**src/sv/ascii_integer_parser_defines.svh**
```systemverilog
// Assertion macros shared by the ASCII integer parser modules.
`ifndef ASCII_INTEGER_PARSER_DEFINES_SVH
`define ASCII_INTEGER_PARSER_DEFINES_SVH

// Same-cycle implication, checked at every clock edge outside reset.
`define AIP_ASSERT_IMPL(name, ante, cons, msg) \
   name: assert property (@(posedge clock) disable iff (reset) (ante) |-> (cons)) \
      else $error(msg);

// Next-cycle implication, checked at every clock edge outside reset.
`define AIP_ASSERT_NEXT(name, ante, cons, msg) \
   name: assert property (@(posedge clock) disable iff (reset) (ante) |=> (cons)) \
      else $error(msg);

`endif

```
**src/sv/aip_pkg.sv**
```systemverilog
// Types, constants and character codes of the ASCII integer parser.
package aip_pkg;

   localparam int CH_W    = 8;
   localparam int BASE_W  = 6;
   localparam int VALUE_W = 32;
   localparam int OFF_W   = 10;
   localparam int ADDR_W  = 3;
   localparam int DATA_W  = 32;

   localparam int COUNT_LIMIT_DEF = 1023;
   localparam int QUEUE_DEPTH_DEF = 2;

   // Register indexes of the configuration port.
   localparam logic [0:0] REG_BASE_SELECT = 1'b0;

   // Base codes.
   localparam logic [BASE_W-1:0] BASE_AUTO  = 6'd0;
   localparam logic [BASE_W-1:0] BASE_OCT   = 6'd8;
   localparam logic [BASE_W-1:0] BASE_DEC   = 6'd10;
   localparam logic [BASE_W-1:0] BASE_HEX   = 6'd16;
   localparam logic [BASE_W-1:0] BASE_RESET = 6'd10;

   // Character codes.
   localparam logic [CH_W-1:0] CH_SPACE   = 8'h20;
   localparam logic [CH_W-1:0] CH_TAB     = 8'h09;
   localparam logic [CH_W-1:0] CH_NL      = 8'h0A;
   localparam logic [CH_W-1:0] CH_PLUS    = 8'h2B;
   localparam logic [CH_W-1:0] CH_MINUS   = 8'h2D;
   localparam logic [CH_W-1:0] CH_ZERO    = 8'h30;
   localparam logic [CH_W-1:0] CH_NINE    = 8'h39;
   localparam logic [CH_W-1:0] CH_UPPER_A = 8'h41;
   localparam logic [CH_W-1:0] CH_UPPER_Z = 8'h5A;
   localparam logic [CH_W-1:0] CH_UPPER_X = 8'h58;
   localparam logic [CH_W-1:0] CH_LOWER_A = 8'h61;
   localparam logic [CH_W-1:0] CH_LOWER_Z = 8'h7A;
   localparam logic [CH_W-1:0] CH_LOWER_X = 8'h78;

   // Value of the letter 'a' as a digit.
   localparam logic [CH_W-1:0] ALPHA_DIGIT_OFS = 8'd10;

   typedef struct packed {
      logic              is_space;
      logic              is_sign;
      logic              is_minus;
      logic              is_zero;
      logic              is_x;
      logic              is_alnum;
      logic [BASE_W-1:0] digit;
   } char_class_type;

   typedef struct packed {
      char_class_type    cls;
      logic [BASE_W-1:0] base_sel;
   } cmd_type;

   typedef struct packed {
      logic [VALUE_W-1:0] value;
      logic [OFF_W-1:0]   end_offset;
   } result_type;

endpackage

```
**src/sv/aip_fifo.sv**
```systemverilog
// Small first-word-fall-through queue, used between the parser stages and as the result queue.
`include "ascii_integer_parser_defines.svh"

module aip_fifo #(
   parameter int WIDTH = 8,
   parameter int DEPTH = 2
) (
   input  logic             clock,
   input  logic             reset,
   input  logic             push,
   input  logic [WIDTH-1:0] din,
   output logic             full,
   input  logic             pop,
   output logic             empty,
   output logic [WIDTH-1:0] dout
);

   localparam int PW = (DEPTH > 1) ? $clog2(DEPTH) : 1;
   localparam int CW = $clog2(DEPTH + 1);

   logic [WIDTH-1:0] mem_ff [DEPTH];
   logic [PW-1:0]    wr_ptr_ff, wr_ptr_in;
   logic [PW-1:0]    rd_ptr_ff, rd_ptr_in;
   logic [CW-1:0]    count_ff, count_in;
   logic             do_push, do_pop;

   assign full    = (count_ff == CW'(DEPTH));
   assign empty   = (count_ff == '0);
   assign do_push = push && !full;
   assign do_pop  = pop && !empty;
   assign dout    = mem_ff[rd_ptr_ff];

   always_comb begin
      wr_ptr_in = wr_ptr_ff;
      rd_ptr_in = rd_ptr_ff;
      count_in  = count_ff;
      if (do_push) begin
         wr_ptr_in = (wr_ptr_ff == PW'(DEPTH - 1)) ? '0 : wr_ptr_ff + 1'b1;
      end
      if (do_pop) begin
         rd_ptr_in = (rd_ptr_ff == PW'(DEPTH - 1)) ? '0 : rd_ptr_ff + 1'b1;
      end
      if (do_push && !do_pop) begin
         count_in = count_ff + 1'b1;
      end else if (do_pop && !do_push) begin
         count_in = count_ff - 1'b1;
      end
   end

   always_ff @(posedge clock) begin
      if (reset) begin
         wr_ptr_ff <= '0;
         rd_ptr_ff <= '0;
         count_ff  <= '0;
      end else begin
         wr_ptr_ff <= wr_ptr_in;
         rd_ptr_ff <= rd_ptr_in;
         count_ff  <= count_in;
      end
   end

   always_ff @(posedge clock) begin
      if (do_push) begin
         mem_ff[wr_ptr_ff] <= din;
      end
   end

   `AIP_ASSERT_IMPL(a_count_bound, 1'b1, count_ff <= CW'(DEPTH), "queue count above depth")
   `AIP_ASSERT_IMPL(a_ptr_match, full || empty, wr_ptr_ff == rd_ptr_ff, "queue pointers disagree")
   `AIP_ASSERT_NEXT(a_push_grows, do_push && !do_pop, count_ff == $past(count_ff) + 1'b1, "push lost")

endmodule

```
**src/sv/aip_front.sv**
```systemverilog
// Front stage: classifies each incoming character and queues it with the base setting.
module aip_front (
   input  logic                        req_push,
   input  logic [aip_pkg::CH_W-1:0]    req_ch,
   input  logic [aip_pkg::BASE_W-1:0]  base_sel,
   input  logic                        q_full,
   output logic                        q_push,
   output aip_pkg::cmd_type            cmd
);

   aip_pkg::char_class_type cls;

   always_comb begin
      cls          = '0;
      cls.is_space = (req_ch == aip_pkg::CH_SPACE) || (req_ch == aip_pkg::CH_TAB) ||
                     (req_ch == aip_pkg::CH_NL);
      cls.is_sign  = (req_ch == aip_pkg::CH_PLUS) || (req_ch == aip_pkg::CH_MINUS);
      cls.is_minus = (req_ch == aip_pkg::CH_MINUS);
      cls.is_zero  = (req_ch == aip_pkg::CH_ZERO);
      cls.is_x     = (req_ch == aip_pkg::CH_LOWER_X) || (req_ch == aip_pkg::CH_UPPER_X);
      if (req_ch inside {[aip_pkg::CH_ZERO:aip_pkg::CH_NINE]}) begin
         cls.is_alnum = 1'b1;
         cls.digit    = aip_pkg::BASE_W'(req_ch - aip_pkg::CH_ZERO);
      end else if (req_ch inside {[aip_pkg::CH_LOWER_A:aip_pkg::CH_LOWER_Z]}) begin
         cls.is_alnum = 1'b1;
         cls.digit    = aip_pkg::BASE_W'(req_ch - aip_pkg::CH_LOWER_A +
                                         aip_pkg::ALPHA_DIGIT_OFS);
      end else if (req_ch inside {[aip_pkg::CH_UPPER_A:aip_pkg::CH_UPPER_Z]}) begin
         cls.is_alnum = 1'b1;
         cls.digit    = aip_pkg::BASE_W'(req_ch - aip_pkg::CH_UPPER_A +
                                         aip_pkg::ALPHA_DIGIT_OFS);
      end
   end

   assign q_push       = req_push && !q_full;
   assign cmd.cls      = cls;
   assign cmd.base_sel = base_sel;

endmodule

```
**src/sv/aip_back.sv**
```systemverilog
// Back stage: parse sequencer with the multiply-add accumulator.
`include "ascii_integer_parser_defines.svh"

module aip_back #(
   parameter int COUNT_LIMIT = aip_pkg::COUNT_LIMIT_DEF
) (
   input  logic                 clock,
   input  logic                 reset,
   input  logic                 cmd_valid,
   input  aip_pkg::cmd_type     cmd,
   output logic                 cmd_pop,
   input  logic                 res_full,
   output logic                 res_push,
   output aip_pkg::result_type  res
);

   localparam int LIM_W = $clog2(COUNT_LIMIT + 1);
   localparam int CW    = (LIM_W > aip_pkg::OFF_W) ? LIM_W : aip_pkg::OFF_W;
   localparam int VW    = aip_pkg::VALUE_W;
   localparam int BW    = aip_pkg::BASE_W;

   typedef enum logic [1:0] {
      PH_SPACE,
      PH_SIGNED,
      PH_ZERO,
      PH_DIGITS
   } phase_type;

   phase_type        phase_ff, phase_in;
   logic [VW-1:0]    acc_ff, acc_in;
   logic             neg_ff, neg_in;
   logic [BW-1:0]    base_ff, base_in;
   logic [CW-1:0]    cnt_ff, cnt_in;

   logic             fire, take, emit, signed_entry, digit_step;
   logic [BW-1:0]    step_base;
   logic [VW-1:0]    product;

   assign fire    = cmd_valid && !res_full;
   assign cmd_pop = fire;
   assign product = acc_ff * {{(VW - BW){1'b0}}, step_base};

   always_comb begin
      phase_in     = phase_ff;
      acc_in       = acc_ff;
      neg_in       = neg_ff;
      base_in      = base_ff;
      cnt_in       = cnt_ff;
      take         = 1'b0;
      emit         = 1'b0;
      signed_entry = 1'b0;
      digit_step   = 1'b0;
      step_base    = base_ff;

      case (phase_ff)
         PH_SPACE: begin
            if (cmd.cls.is_space) begin
               take = 1'b1;
            end else if (cmd.cls.is_sign) begin
               take     = 1'b1;
               neg_in   = cmd.cls.is_minus;
               phase_in = PH_SIGNED;
            end else begin
               signed_entry = 1'b1;
            end
         end
         PH_SIGNED: begin
            signed_entry = 1'b1;
         end
         PH_ZERO: begin
            if (cmd.cls.is_x) begin
               take     = 1'b1;
               base_in  = aip_pkg::BASE_HEX;
               phase_in = PH_DIGITS;
            end else begin
               digit_step = 1'b1;
            end
         end
         default: begin
            digit_step = 1'b1;
         end
      endcase

      // The base is latched from the first character after whitespace and sign.
      if (signed_entry) begin
         if (cmd.base_sel == aip_pkg::BASE_AUTO) begin
            if (cmd.cls.is_zero) begin
               take     = 1'b1;
               base_in  = aip_pkg::BASE_OCT;
               phase_in = PH_ZERO;
            end else begin
               step_base  = aip_pkg::BASE_DEC;
               digit_step = 1'b1;
            end
         end else if (cmd.base_sel == aip_pkg::BASE_HEX && cmd.cls.is_zero) begin
            take     = 1'b1;
            base_in  = aip_pkg::BASE_HEX;
            phase_in = PH_ZERO;
         end else begin
            step_base  = cmd.base_sel;
            digit_step = 1'b1;
         end
      end

      if (digit_step) begin
         if (cmd.cls.is_alnum && (cmd.cls.digit < step_base)) begin
            take     = 1'b1;
            acc_in   = product + {{(VW - BW){1'b0}}, cmd.cls.digit};
            base_in  = step_base;
            phase_in = PH_DIGITS;
         end else begin
            emit = 1'b1;
         end
      end

      if (take && (cnt_ff < CW'(COUNT_LIMIT))) begin
         cnt_in = cnt_ff + 1'b1;
      end

      if (emit) begin
         phase_in = PH_SPACE;
         acc_in   = '0;
         neg_in   = 1'b0;
         base_in  = '0;
         cnt_in   = '0;
      end
   end

   assign res_push       = fire && emit;
   assign res.value      = neg_ff ? (~acc_ff + 1'b1) : acc_ff;
   assign res.end_offset = cnt_ff[aip_pkg::OFF_W-1:0];

   always_ff @(posedge clock) begin
      if (reset) begin
         phase_ff <= PH_SPACE;
         acc_ff   <= '0;
         neg_ff   <= 1'b0;
         base_ff  <= '0;
         cnt_ff   <= '0;
      end else if (fire) begin
         phase_ff <= phase_in;
         acc_ff   <= acc_in;
         neg_ff   <= neg_in;
         base_ff  <= base_in;
         cnt_ff   <= cnt_in;
      end
   end

   `AIP_ASSERT_NEXT(a_emit_clears, res_push, phase_ff == PH_SPACE && cnt_ff == '0, "parse not cleared")
   `AIP_ASSERT_IMPL(a_cnt_limit, 1'b1, cnt_ff <= CW'(COUNT_LIMIT), "count beyond limit")
   `AIP_ASSERT_IMPL(a_space_idle, phase_ff == PH_SPACE, acc_ff == '0 && base_ff == '0, "stale parse state")

endmodule

```
**src/sv/ascii_integer_parser.sv**
```systemverilog
// A stopping character taken by the back stage writes its result into the result queue, which feeds the rsp ports.
// Throughput: one character per cycle while the result queue has room; the back stage uses a 32x6 multiply-add.
// A full result queue stalls the back stage, and the character queue then raises req_full.
// Reset (synchronous, active high) empties both queues, restarts the parse and sets base 10.
// No clearing pass: the block takes characters from the first cycle after reset.
module ascii_integer_parser #(
   parameter int COUNT_LIMIT = aip_pkg::COUNT_LIMIT_DEF,
   parameter int QUEUE_DEPTH = aip_pkg::QUEUE_DEPTH_DEF
) (
   input  logic                          clock,
   input  logic                          reset,
   // Character request channel.
   input  logic                          req_push,
   input  logic [aip_pkg::CH_W-1:0]      req_ch,
   output logic                          req_full,
   // Result request channel.
   output logic                          rsp_empty,
   input  logic                          rsp_pop,
   output logic signed [aip_pkg::VALUE_W-1:0] rsp_value,
   output logic [aip_pkg::OFF_W-1:0]     rsp_end_offset,
   // Configuration port.
   input  logic                          csr_psel,
   input  logic                          csr_penable,
   input  logic                          csr_pwrite,
   input  logic [aip_pkg::ADDR_W-1:0]    csr_paddr,
   input  logic [aip_pkg::DATA_W-1:0]    csr_pwdata,
   output logic [aip_pkg::DATA_W-1:0]    csr_prdata,
   output logic                          csr_pready
);

   localparam int CMD_W = $bits(aip_pkg::cmd_type);
   localparam int RES_W = $bits(aip_pkg::result_type);

   // The only register is base_select; its index is taken from the word address bit.
   logic [aip_pkg::BASE_W-1:0] base_sel_ff;
   logic                       csr_write;
   logic                       csr_hit;

   assign csr_pready = 1'b1;
   assign csr_write  = csr_psel && csr_penable && csr_pwrite && csr_pready;
   assign csr_hit    = (csr_paddr[2] == aip_pkg::REG_BASE_SELECT);

   always_comb begin
      csr_prdata = '0;
      if (csr_hit) begin
         csr_prdata = {{(aip_pkg::DATA_W - aip_pkg::BASE_W){1'b0}}, base_sel_ff};
      end
   end

   always_ff @(posedge clock) begin
      if (reset) begin
         base_sel_ff <= aip_pkg::BASE_RESET;
      end else if (csr_write && csr_hit) begin
         base_sel_ff <= csr_pwdata[aip_pkg::BASE_W-1:0];
      end
   end

   // The front stage classifies each request and tags it with the base setting in force,
   // so the back stage never looks at the register directly.
   aip_pkg::cmd_type    front_cmd, back_cmd;
   logic                cmd_push, cmd_full, cmd_empty, cmd_pop;
   logic [CMD_W-1:0]    cmd_dout;

   aip_front u_front (
      .req_push (req_push),
      .req_ch   (req_ch),
      .base_sel (base_sel_ff),
      .q_full   (cmd_full),
      .q_push   (cmd_push),
      .cmd      (front_cmd)
   );

   assign req_full = cmd_full;

   aip_fifo #(
      .WIDTH (CMD_W),
      .DEPTH (QUEUE_DEPTH)
   ) u_cmd_q (
      .clock (clock),
      .reset (reset),
      .push  (cmd_push),
      .din   (front_cmd),
      .full  (cmd_full),
      .pop   (cmd_pop),
      .empty (cmd_empty),
      .dout  (cmd_dout)
   );

   assign back_cmd = cmd_dout;

   // The back stage runs the parse; it advances only when the result queue has room.
   aip_pkg::result_type back_res, rsp_res;
   logic                res_push, res_full;
   logic [RES_W-1:0]    res_dout;

   aip_back #(
      .COUNT_LIMIT (COUNT_LIMIT)
   ) u_back (
      .clock     (clock),
      .reset     (reset),
      .cmd_valid (!cmd_empty),
      .cmd       (back_cmd),
      .cmd_pop   (cmd_pop),
      .res_full  (res_full),
      .res_push  (res_push),
      .res       (back_res)
   );

   // The result queue separates the parse from the consumer of results.
   aip_fifo #(
      .WIDTH (RES_W),
      .DEPTH (QUEUE_DEPTH)
   ) u_rsp_q (
      .clock (clock),
      .reset (reset),
      .push  (res_push),
      .din   (back_res),
      .full  (res_full),
      .pop   (rsp_pop),
      .empty (rsp_empty),
      .dout  (res_dout)
   );

   assign rsp_res        = res_dout;
   assign rsp_value      = $signed(rsp_res.value);
   assign rsp_end_offset = rsp_res.end_offset;

endmodule
```
**config.mk**
```make
export PLATFORM = sky130hd
export DESIGN_NAME = ascii_integer_parser
export DESIGN_NICKNAME = d
export VERILOG_FILES = /design/src/sv/aip_pkg.sv /design/src/sv/aip_fifo.sv /design/src/sv/aip_front.sv /design/src/sv/aip_back.sv /design/src/sv/ascii_integer_parser.sv
export VERILOG_INCLUDE_DIRS = /design/src /design/src/sv
export SDC_FILE = /design/constraint.sdc
export NUM_CORES = 1
export LEC_CHECK = 0
export ABC_AREA = 1
export CORE_MARGIN = 3
export CORE_UTILIZATION = 49
export CTS_CLUSTER_SIZE = 24
export DETAILED_ROUTE_END_ITERATION = 7
export DONT_BUFFER_PORTS = 1
export PLACE_DENSITY = 0.67
export SLEW_MARGIN = 10
export SYNTH_ARGS = -nofsm -noshare
export SYNTH_HDL_FRONTEND = slang
export SYNTH_HIERARCHICAL = 1
export SYNTH_SLANG_ARGS = --single-unit
```
**constraint.sdc**
```tcl
create_clock -name clock -period 8.05 [get_ports clock]
set_input_delay 2.415 -clock clock [delete_from_list [all_inputs] [get_ports clock]]
set_output_delay 2.415 -clock clock [all_outputs]
set_load 0.05 [all_outputs]
```
# Word-level counts from Yosys, hierarchy flattened
# Memory sizes are Yosys's and may differ from the RTL's. A register that Yosys moved wholly into a read port is not among the register bits.
# Cells that the tools add are included.
[classes]
n_lt_le_gt_ge = 8
add_sub_neg = 16
reduce_logical = 47
div = 0
multipliers = 1
mux = 75
shifts = 0
n_eq_ne = 14
bitwise_logic = 2
[op_table]
columns = ["operator", "count"]
rows = [
  ["2-to-1 mux 32 bit", 4],
  ["2-to-1 mux 6 bit", 14],
  ["2-to-1 mux 1 bit", 34],
  ["adder 32 x 1 -> 32 bit, second input constant", 1],
  ["adder 32 x 6 -> 32 bit", 1],
  ["equality test 8 x 6 -> 1 bit, second input constant", 4],
  ["multiplier 32 x 6 -> 32 bit", 1],
  ["NOT 32 bit", 1],
  ["2-to-1 mux 2 bit", 14],
  ["2-to-1 mux 7 bit", 3],
  ["logical AND 1 bit", 20],
  ["2-to-1 mux 10 bit", 2],
  ["equality test 8 x 4 -> 1 bit, second input constant", 2],
  ["equality test 8 x 7 -> 1 bit, second input constant", 2],
  ["greater-or-equal comparator 8 x 7 -> 1 bit, second input constant", 2],
  ["less-or-equal comparator 8 x 7 -> 1 bit, second input constant", 2],
  ["nonzero test 2 bit", 7],
  ["adder 6 x 4 -> 6 bit, second input constant", 2],
  ["subtractor 6 bit, second input constant", 2],
  ["adder 10 x 1 -> 10 bit, second input constant", 1],
  ["less-than comparator 10 bit, second input constant", 1],
  ["greater-or-equal comparator 8 x 6 -> 1 bit, second input constant", 1],
  ["less-or-equal comparator 8 x 6 -> 1 bit, second input constant", 1],
  ["logical NOT 1 bit", 8],
  ["19 further kinds", 33],
]
[totals]
out_inout_bits = 77
romBits = 0
wordCells = 177
n_memories = 2
register_bits = 65
mem_bits_rw = 120
latchBits = 0
[mem_list]
columns = ["name", "words", "width", "read_ports", "rd_ports_with_merged_regs", "wr", "line", "source"]
rows = [
  ["u_rsp_q.mem_ff", 2, 42, 1, 1, 1, "aip_fifo.sv:21", "logic [WIDTH-1:0] mem_ff [DEPTH];"],
  ["u_cmd_q.mem_ff", 2, 18, 1, 1, 1, "aip_fifo.sv:21", ""],
]

# Longest topological paths before layout
[depth]
ltp_word = 15
depth_mapped = 35

# By module
# The synthesis kept the hierarchy.
[modules_own_cells]
columns = ["mod", "area_each_um2", "cells_each", "seq_area_each_um2", "instances"]
rows = [
  ["aip_back", 8667.1, 1200, 1021.0, 1],
  ["aip_fifo at u_rsp_q", 3487.1, 168, 2622.5, 1],
  ["aip_fifo at u_cmd_q", 1605.3, 93, 1181.1, 1],
  ["aip_front", 611.8, 117, 0.0, 1],
  ["ascii_integer_parser", 564.3, 84, 120.1, 1],
]

# Worst setup path before layout
# OpenSTA, ideal clock, no wires.
[synth_timing]
kind = "flip-flop to flip-flop"
start = "register (tool-made name)"
end = "register u_back.acc_ff[23]"
setup_slack_ns = 2.336
setup_ns = 0.132
required_ns = 7.918
t_arrival_ns = 5.582
path_stages_with_launch = 31
cell_sequence = "dfxtp_1 -> buf_6 -> buf_12 -> mux2_4 -> nor2_1 -> nand2_1 -> nand2_4 -> nand3_1 -> nand2_1 -> nand2_1 -> inv_1 -> clkbuf_1 -> nor2_1 -> fa_1 -> inv_1 -> fa_1 -> inv_1 -> fa_1 -> inv_1 -> fa_1 -> inv_1 -> ha_1 -> nand2_1 -> o21ai_0 -> a21oi_1 -> o21ai_0 -> a21oi_1 -> o21bai_1 -> or2_2 -> nand3_1 -> a21oi_1"
[synth_rtl]
columns = ["element", "line", "source"]
rows = [
  ["end signal, assigned", "aip_back.sv:142", "acc_ff <= acc_in;"],
  ["end, declared", "aip_back.sv:30", "logic [VW-1:0] acc_ff, acc_in;"],
]

==> impl_results.md <==
* Cts bufs inserted at 17
* Most frequent cell after synthesis: nor2_1
* Min-delay worst type: reg2reg
* Cell Area, Synth at 0.0149 mm^2
* Clk root buf: clkbuf_16
* DRT Pass-1 Iters at 6
* Status: finished, final reports clean
* Nets at 1,891
* Largest net degree at the start of global routing at 43
* Yosys warning count at 6
* HPWL after DPL at about 25,000 um
* Gr usage total at between 20% and 30%
* CTS Hold Buffers Added at 0
* Number of synthesized flops with an enable pin at 120
* Slowest cell on the critical path: dfxtp_1
* Area contributors post-synth: edfxtp_1, fa_1, dfxtp_1
* Setup Skew at 0.0141 ns
* Worst Setup End Kind: flip-flop
* Tcrit/Tclk final at 89.3%
* Ys flop type: edfxtp_1
* Std-Cell Rows at 63
* Slew headroom at between 30% and 40%
* Post-synth ARST share at 0%
* Routed Wire Length at 33,300 um
* Ports at between 100 and 150
* Maximum VDD drop at around 140 uV
* Hold Path End: u_back/acc_ff[19]
* Post-CTS Setup Bufs at 0
* Share of layout cells above drive strength 1 at 11.3%
* Post-CTS Resized at 0
* R2R Path End: u_back/acc_ff[29]
* Initial drt markers at between 600 and 700
* Vias per Instance at approximately 5.4
* Number of synthesized register bits at ~190
* CP startpoint kind: flip-flop
* Syn Area/Cell at about 9 um^2
* Register-to-register setup slack at between 0.8 and 0.9 ns
* Final Max Tran Viols at 0
* Port buffer count at 0
* Lkg Pwr at just under 0.007 uW
* Vias at 11,000
* Final setup fails at 0
* Yosys top cell by area: edfxtp_1
* Die Footprint at 0.0326 mm^2
* Global-route wire length before repair at approximately 57,000 um
* Clock latency on the worst-skew pair at ~0.44 ns
* Register area share after synthesis at 33.1%
* HP Start: u_back/acc_ff[19]
* CP peak stage delay at about 0.70 ns
* Worst hold stages at 2
* Final Critical Period at a little over 7 ns
* Vias in the first global route at about 11,000
* Core Region at 0.0299 mm^2
* Initial antenna violation count at 0
* Final cell count without fillers at between 2,000 and 2,500
* Cell mode on critical path: inv_1
* Clk buf depth at 2
* Max_cap viols at 0
* Area Overhead vs Synth at 5.14%
* Kind of cell adding the most delay to the critical path: adder cells
* RSZ-0062 raised after global routing: false
* Share of the synthesized area in the top cell type at between 20% and 30%
* Routability cong. at ~0.92
* Number of diodes at 0
* Fin Hold WS at just under 0.5 ns
* Max Fanout on Critical Path at 28
* Fmax at around 140 MHz
* Cell Pwr Density at ~270 mW/mm^2
* Cell count after placement at slightly above 2,000
* GRT Residual Overflow at 0
* CP Class: reg2reg
* Post-synthesis cell count at approximately 1,700
* Drt wl/cell at 16.2 um
* CP bufs+invs at 7
* Final hold viol count at 0
* H-tree Lvls at 4
* Initial Utilization at approximately 50%
* Total negative setup slack at 0 ns
* Reg clk slew, reported paths at roughly 0.08 ns
* R2R depth at 27
* Die width at ~180 um
* Critical Path RT at between 8 and 9 ns
* CTS tree: yes
* DRC viols at 0
* Worst-Margin Slew at a little over 0.9 ns
* Synth cell types at 57
* TritonCTS Sinks at 187
* DIE HEIGHT at 181 um
* Worst endpoint data arrival time at 7.56 ns
* Post-synth top cells: nor2_1, nand2_1, inv_1, edfxtp_1, fa_1
* Detail Route Antenna Nets at 0
## worst max path at each step
| stage | slack [ns] | cells after the start | end |
|---|---|---|---|
| after global placement | 1.01 | 27 | u_back/acc_ff[29] |
| after global routing | 0.33 | 30 | u_back/acc_ff[29] |
| after CTS | 0.92 | 25 | u_back/acc_ff[29] |
| final | 0.86 | 27 | u_back/acc_ff[29] |
| after detailed placement | 0.94 | 25 | u_back/acc_ff[29] |
| after floorplan | 2.34 | 30 | u_back/acc_ff[23] |
## power by group
| group | total [uW] | switching (uW) | internal [uW] |
|---|---|---|---|
| registers | 1300 | 80.7 | 1220 |
| clock network | 861 | 427 | 434 |
| logic | 2010 | 1470 | 547 |
| total | 4180 | 1970 | 2200 |
## cells in the final DEF (no fill, tap or decap), types with 4 or more instances in the layout
cell / synthesis / final
edfxtp_1: 120 / 120
nor4_1: 6 / 6
xnor2_1: 5 / 5
nor3_1: 9 / 9
buf_4: 34 / 17
a21oi_2: 11 / 11
mux2_4: 50 / 50
inv_2: 16 / 16
nand2_2: 6 / 6
clkinv_8: 0 / 4
o21ai_1: 5 / 5
mux2_2: 10 / 10
ha_1: 82 / 82
o21a_1: 4 / 4
o21ai_0: 51 / 51
nand2_1: 282 / 282
clkinv_1: 11 / 11
or2_2: 12 / 12
nand2_4: 5 / 5
xor2_1: 41 / 41
inv_1: 158 / 158
nand4_1: 18 / 18
conb_1: 2 / 27
nor2_4: 4 / 6
nor2_1: 283 / 281
dfxtp_1: 67 / 66
clkbuf_16: 0 / 18
fa_1: 112 / 112
nand3_1: 71 / 71
nand3_2: 5 / 5
a31oi_1: 9 / 9
a21oi_1: 92 / 92
o21ai_2: 5 / 5
## flip-flops by register name, summed over array words and instances (netlist names), named ones only
signal	flops
u_rsp_q/mem_ff	84
u_cmd_q/mem_ff	36
u_back/acc_ff	32
u_back/cnt_ff	10
base_sel_ff	6
u_back/base_ff	6
u_back/phase_ff	2
u_cmd_q/count_ff	2
u_rsp_q/count_ff	2
u_back/neg_ff	1
u_cmd_q/rd_ptr_ff	1
u_cmd_q/wr_ptr_ff	1
u_rsp_q/rd_ptr_ff	1
u_rsp_q/wr_ptr_ff	1
## area by class of cell
cell class	count	area (um^2)
Fill cell	2691	14200
Sequential cell	187	4950
Inverter	186	699
Timing Repair Buffer	17	128
Clock buffer	19	454
Clock inverter	13	144
Tap cell	390	488
Multi-Input combinational cell	1238	8840
## kinds of logic (layout without fill, tap and decap cells)
logic type / Yosys count / after routing / share of synthesized area, %
AO/OA/AOI/OAI: 194 / 194 / 7.43
XOR/XNOR: 46 / 46 / 2.70
adder cells (fa/ha/maj): 194 / 194 / 21.9
buffers and inverters: 262 / 235 / 8.40
flip-flops: 187 / 187 / 33.1
multiplexers: 60 / 60 / 5.78
other: 2 / 27 / 0.0503
AND/OR/NAND/NOR: 717 / 717 / 20.7
## metrics by stage
step           total power, uW  cell area, um^2  util, %  setup slack, ns
4_1_cts                   4200            15700     52.6            0.915
6_report                  4180            15700     52.6            0.861
3_3_place_gp              3300            15100     50.6             1.01
3_5_place_dp              3330            15100     50.6            0.944
2_1_floorplan             2930            15000        -             2.34
5_1_grt                   4420            15700     52.6            0.328
## worst reg2reg max path, cell delays in order, from the launching register on
cell and delay (ns):
dfxtp_1 0.70, buf_4 0.25, mux2_2 0.39, nor2_4 0.16, nand3_1 0.19, nand3_1 0.19, nand2_1 0.18, inv_2 0.51
nor2_1 0.15, fa_1 0.56, inv_1 0.05, fa_1 0.47, inv_1 0.05, fa_1 0.53, inv_1 0.06, fa_1 0.51
inv_1 0.05, ha_1 0.33, nand2_1 0.11, nor2_1 0.15, a21oi_1 0.13, o21ai_0 0.22, inv_1 0.08, o21ai_0 0.50
nand4_1 0.22, nand3_1 0.13, nand3_1 0.11, a21oi_1 0.16
## layer usage
layer / share of wire (%) / track usage (%) / wire length, um / vias up
li1: - / - / - / 5349
met1: 45 / 28.7 / 15000 / 5232
met2: 46 / 34.5 / 15300 / 370
met3: 6.5 / 4.12 / 2150 / 58
met4: 2.5 / 7.46 / 825 / 0
met5: 0 / 0 / 0 / -
Power figures use the tool's default switching activity.
